[src/rtl/core/pss_pkg.sv]
package pss_pkg;

  // Field widths fixed by the item format
  localparam int IDX_W     = 12;
  localparam int TIME_IN_W = 24;
  localparam int SLIDE_W   = 16;
  localparam int COUNT_W   = 13;
  localparam int LOOP_W    = 24;
  localparam int STAMP_W   = 26;
  localparam int CFG_IDX_W = 2;
  localparam int CFG_W     = 24;

  // Operation codes
  localparam logic [1:0] OP_LOAD_OFFSET  = 2'd0;
  localparam logic [1:0] OP_LOAD_PATTERN = 2'd1;
  localparam logic [1:0] OP_EVAL         = 2'd2;

  // Register indexes
  localparam logic [CFG_IDX_W-1:0] REG_EMITTER_LIFE  = 2'd0;
  localparam logic [CFG_IDX_W-1:0] REG_INFINITE_MODE = 2'd1;
  localparam logic [CFG_IDX_W-1:0] REG_PATTERN_COUNT = 2'd2;
  localparam logic [CFG_IDX_W-1:0] REG_SLIDE_STEP    = 2'd3;

  // Control travelling alongside each item
  typedef struct packed {
    logic [1:0]       op;
    logic [IDX_W-1:0] idx;
  } ctl_t;

endpackage

[src/rtl/core/pss_mod_pipe.sv]
// Pipelined restoring remainder: one dividend bit per stage.
module pss_mod_pipe #(
  parameter int XW = 33,
  parameter int MW = 13,
  parameter int PW = 8
) (
  input  logic             clk,
  input  logic             rst,
  input  logic             adv,
  input  logic             in_vld,
  input  pss_pkg::ctl_t    in_ctl,
  input  logic [XW-1:0]    in_x,
  input  logic [PW-1:0]    in_pay,
  input  logic [MW-1:0]    modulus,
  output logic             out_vld,
  output pss_pkg::ctl_t    out_ctl,
  output logic [MW-1:0]    out_rem,
  output logic [PW-1:0]    out_pay
);

  logic          v [0:XW];
  pss_pkg::ctl_t c [0:XW];
  logic [XW-1:0] x [0:XW];
  logic [MW-1:0] r [0:XW];
  logic [PW-1:0] p [0:XW];

  assign v[0] = in_vld;
  assign c[0] = in_ctl;
  assign x[0] = in_x;
  assign r[0] = '0;
  assign p[0] = in_pay;

  for (genvar s = 0; s < XW; s++) begin : g_stage
    logic [MW:0] trial;
    logic [MW:0] diff;
    logic        ge;

    // shift in the next dividend bit and subtract where it fits
    assign trial = {r[s], x[s][XW-1-s]};
    assign ge    = trial >= {1'b0, modulus};
    assign diff  = trial - {1'b0, modulus};

    always_ff @(posedge clk) begin
      if (rst) begin
        v[s+1] <= 1'b0;
      end else if (adv) begin
        v[s+1] <= v[s];
      end
    end

    always_ff @(posedge clk) begin
      if (adv) begin
        c[s+1] <= c[s];
        x[s+1] <= x[s];
        p[s+1] <= p[s];
        r[s+1] <= ge ? diff[MW-1:0] : trial[MW-1:0];
      end
    end
  end

  assign out_vld = v[XW];
  assign out_ctl = c[XW];
  assign out_rem = r[XW];
  assign out_pay = p[XW];

endmodule

[config.mk]
export PLATFORM = sky130hd
export DESIGN_NAME = pss_mod_pipe
export DESIGN_NICKNAME = d
export VERILOG_FILES = /design/src/rtl/core/pss_pkg.sv /design/src/rtl/core/pss_mod_pipe.sv
export SDC_FILE = /design/constraint.sdc
export NUM_CORES = 2
export LEC_CHECK = 0
export BUFFER_PORTS_ARGS = -buffer_cell sky130_fd_sc_hd__buf_2
export CELL_PAD_IN_SITES_DETAIL_PLACEMENT = 1
export CELL_PAD_IN_SITES_GLOBAL_PLACEMENT = 2
export CORE_MARGIN = 3
export CORE_UTILIZATION = 43
export DETAILED_ROUTE_END_ITERATION = 10
export HOLD_SLACK_MARGIN = 0.08
export PLACE_DENSITY_LB_ADDON = 0.1
export SYNTH_ARGS = -nofsm -noshare
export SYNTH_HDL_FRONTEND = slang
export SYNTH_SLANG_ARGS = --single-unit
[constraint.sdc]
create_clock -name clk -period 3.95 [get_ports clk]
set_input_delay 0.9875 -clock clk [delete_from_list [all_inputs] [get_ports clk]]
set_output_delay 0.9875 -clock clk [all_outputs]
set_load 0.01 [all_outputs]
* Word level (Yosys, flattened, before mapping)
Index checks and enable logic that the tools add are counted.
** Cells by class
- Add/sub/neg operators :: 33
- Magnitude comparators :: 33
- Mux-type cells :: 33
** Operator list (number)
- $ge A14 B13 Y1 :: 32
- $mux W13 :: 32
- $sub A13 B13 Y13 :: 32
- $ge A1 B13 Y1 :: 1
- $sub A1 B13 Y13 :: 1
- $mux W1 :: 1
** Storage, ports and cells
- Bits in registers :: 1716
- Input port bits :: 72
- Output and inout port bits :: 36
- Logic and storage cells :: 297

* Logic depth before layout (Yosys ltp)
- Word-level depth :: 2
- Mapped depth :: 11
- Mapped depth without buffers :: 10

* Least setup slack after synthesis
OpenSTA, ideal clock, no wires.
- Kind :: input -> register
- From :: input port modulus[2]
- To :: register r, in the netlist g_stage[15].trial[10], data pin
- Setup time :: 260 ps
- Data arrival time :: 3953 ps
- Data required time :: 3690 ps
- Slack :: -264 ps
- Cell stages on the path :: 10
- Buffers on the path :: 1
- Cells stage by stage :: inv_1 > ha_1 > nor2b_4 > o21ai_2 > a21oi_2 > a211oi_4 > or4b_4 > a311oi_4 > buf_8 > mux2_4
** On the way
- Word-level cells in the longest chain between the ends :: 2
- Elaborated cells between the ends (all ways) :: 3
- Classes of those cells :: add/sub: 1; order compare: 1; mux: 1
** Ends and longest elaborated chain
- start, declared :: RTL line pss_mod_pipe.sv:14 : input logic [MW-1:0] modulus,
- $sub A13 B13 Y13 or $ge A14 B13 Y1 (tied branches) :: RTL line pss_mod_pipe.sv:41, pss_mod_pipe.sv:40
- $mux W13 * :: RTL line pss_mod_pipe.sv:56 : r[s+1] <= ge ? diff[MW-1:0] : trial[MW-1:0];
- end signal, assigned by index :: RTL line pss_mod_pipe.sv:56
- end, declared :: RTL line pss_mod_pipe.sv:24 : logic [MW-1:0] r [0:XW];
Every way passes the cells marked *; elsewhere a longest branch is shown, timed or not.
A chain may end at the register's enable or synchronous reset.

* Worst setup path after layout
- From :: input port modulus[7]
- To :: register r, in the netlist g_stage[28].trial[4], data pin
** On the way
- Word-level cells in the longest chain between the ends :: 2
** Ends and longest elaborated chain
- $ge A14 B13 Y1 :: RTL line pss_mod_pipe.sv:40 : assign ge = trial >= {1'b0, modulus};
- $mux W13 :: RTL line pss_mod_pipe.sv:56
Every way passes these cells.

==> flow_metrics.tcl <==
set metrics [dict create \
    outcome "finished clean" \
    critical_path_class "in2reg" \
    hold_viol 0 \
    track_usage_pct 17.3 \
    r2r_cells 11 \
    cts-hold-fix-buffers 0 \
    vias 41700 \
    ioPinCount 108 \
    p_per_area_nw_per_um2 766 \
    setup_viol 0 \
    cp_max_fo 12 \
    grt_first_pass_wirelength_um 247000 \
    fin_crit_ns 3.21 \
    drc 0 \
    synth_area_leaders "edfxtp_1 (66%), ha_1 (6.9%), mux2_2 (4.6%)" \
    peakVddDrop_mv 0.474 \
    cts_made_buffers 184 \
    worstReg2RegStart "g_stage[14].trial[0]$_DFFE_PP_" \
    seqPwrFrac_pct 38.4 \
    worst_ep_arrival_time_ns 3.76 \
    p_sw_share_pct 30.7 \
    ys_types 85 \
    rsz0062_at_grt "no" \
    gp_congestion 0.824 \
    cp-end-kind "flip-flop" \
    wl_per_cell_um 19.5 \
    post_cts_resize_count 0 \
    core_area_um2 175000 \
    cp_common_cell "a21o_1" \
    drive_gt1_share_pct 19.9 \
    clk-insertion-delay-late_ns 0.85 \
    yosys.area.top_type "edfxtp_1" \
    hp-start "in_ctl[3]" \
    holdPathEnd "c[451]$_DFFE_PP_" \
    avgSynthCellArea_um2 15.4 \
    critical_path.cell_chain "buf_2 -> clkinvlp_4 -> buf_12 -> ha_1 -> a21o_1 -> a21o_1 -> a21oi_1 -> o21ai_0 -> and2_1 -> a2111oi_2 -> buf_4 -> mux2_2" \
    synthArstFlopShare_pct 0 \
    h-tree-depth 4 \
    synth_ff_type "edfxtp_1" \
    rows 153 \
    drt_iter0_markers 2231 \
    cap_violations 0 \
    port_buffers 107 \
    finClkSkew_ns 0.0534 \
    grt_pass1_vias 44500 \
    synth-seq-area-share_pct 67.2 \
    fmax_ghz 0.312 \
    yosysTopAreaCellShare_pct 66.3 \
    grt_antenna_before_repair 4 \
    area.growth.synth_to_final_pct 17.0 \
    tightest_slew_ns 0.882 \
    power_frac_comb_pct 36.1 \
    yosys_register_bits 1716 \
    die_area_um2 182000 \
    crit_slowest_cell "ha_1" \
    hpwl_um 110000 \
    die_w_um 427 \
    cts-root-buf "clkbuf_16" \
    fin_crit_sh_pct 81.2 \
    syn_area_um2 76200 \
    start_util_pct 43.6 \
    grt-ovfl-total 0 \
    min_path_cells 1 \
    worst_setup_path_start_kind "primary input" \
    fp.dieH_um 427 \
    cts_tree "done" \
    p_clk_share_pct 25.5 \
    path_depth 12 \
    slowest_delay_ns 0.38 \
    dp_cells 7678 \
    final_common_cell "edfxtp_1" \
    cp_top_family "compound AO/OA/AOI/OAI gates" \
    synth_fp_nets 5465 \
    routed_wl_um 156000 \
    grt_max_degree 103 \
    post-cts-setup-buffers 0 \
    slew_violations 0 \
    fin_nets 6061 \
    leakage_uw 0.0335 \
    synth_edf_count 1683 \
    viasPerCell 5.21 \
    cts.clk_slew.worst_paths_ns 0.06 \
    cp.required_ns 4.50 \
    r2r_slack_ns 0.83 \
    relSlewSlack_pct 41.2 \
    yosysWarnings 0 \
    worst-path-buf-inv 4 \
    reg2reg_to "g_stage[15].trial[13]$_DFFE_PP_" \
    power.internal_uw 47300 \
    final_cells 8009 \
    switching_power_uw 21000 \
    drtPass1Iterations 5 \
    holdCritPathClass "in2reg" \
    syn_inst 4943 \
    final_cell_mix "edfxtp_1 (1,683), ha_1 (414), nor2_1 (331)" \
    finish.utilization_pct 50.9 \
    cts_num_sinks 1716 \
    cts_buffer_depth 3 \
    ant_nets 0 \
]
[final cells by class]
cell class,count,area (um2)
tap,2325,2910
fill,16900,85800
clock inverter,113,1460
sequential,1716,51200
clock buffer,217,4760
inverter,151,578
timing repair buffer,486,4110
antenna,1,2.50
multi-input combinational,3000,24100
[cell families after synthesis]
kind of cell,synth area share [%]
AOI/OAI and AO/OA,8.34
muxes,6.59
xor gates and xnor gates,3.18
DFF,67.2
buffers and inverters,1.31
adders and majority gates,7.70
and+or+nand+nor,5.70
[worst reg2reg max path: stages, from the launching register on]
cell	delay [ns]
edfxtp_1	0.37
inv_1	0.12
ha_1	0.21
fa_1	0.27
nor2b_4	0.05
o21ai_2	0.14
a21oi_2	0.10
a211oi_4	0.22
or4b_4	0.50
a311oi_4	0.29
buf_4	0.24
mux2_2	0.34
[power by group through the flow]
stage	clock network [uW]	logic [uW]	registers (uW)
final	17400	24600	26200
after global routing	18800	27600	26500
after CTS	18100	24900	26300
after detailed placement	0	24600	26600
after global placement	0	24200	26600
after floorplan	0	17800	25600
[sequential cells by signal, indices dropped and copies added (netlist names), 8 cells and up]
register and flops:
p 256, x 496, out_rem 13, g_stage.trial 448, c 448, out_ctl 14, v 32, out_pay 8
[per-stage QoR]
stage	area [um2]	worst slack [ns]	setup TNS, ns	total power (uW)	hold WS, ns
after floorplan	76300	-0.0814	-3.18	43400	0.400
after global placement	82900	-0.0545	-0.584	50800	0.400
after detailed placement	82900	-0.0777	-2.05	51200	0.405
after CTS	89100	0.828	0	69200	0.189
after global routing	89100	0.628	0	72900	0.225
final	89100	0.741	0	68300	0.301
[worst max-delay path by stage]
stage	startpoint	to	slack, ns
final	modulus[7]	g_stage[28].trial[4]$_DFFE_PP_	0.74
after global routing	modulus[7]	g_stage[28].trial[3]$_DFFE_PP_	0.63
after CTS	g_stage[14].trial[0]$_DFFE_PP_	g_stage[15].trial[13]$_DFFE_PP_	0.83
after detailed placement	modulus[7]	g_stage[28].trial[4]$_DFFE_PP_	-0.08
after global placement	modulus[1]	g_stage[15].trial[12]$_DFFE_PP_	-0.05
after floorplan	modulus[2]	g_stage[23].trial[10]$_DFFE_PP_	-0.08
[synthesized netlist by cell type (all sizes together) (55+ instances only)]
cell	number
a21oi	213
xor2	115
o21ai	171
nand4	57
mux2i	130
nand2	138
nand3	55
nor3	74
ha	418
o21a	94
inv	150
edfxtp	1683
nor2b	95
a21o	125
nor2	331
mux2	325
xnor2	162
[metal layers]
metal,part of all wire [%],track usage [%]
met1,47,23.8
met3,2.9,2.70
met5,0.017,0
met2,48,28.6
met4,2.1,4.95
Note: power is estimated with default switching activity, not from simulation.
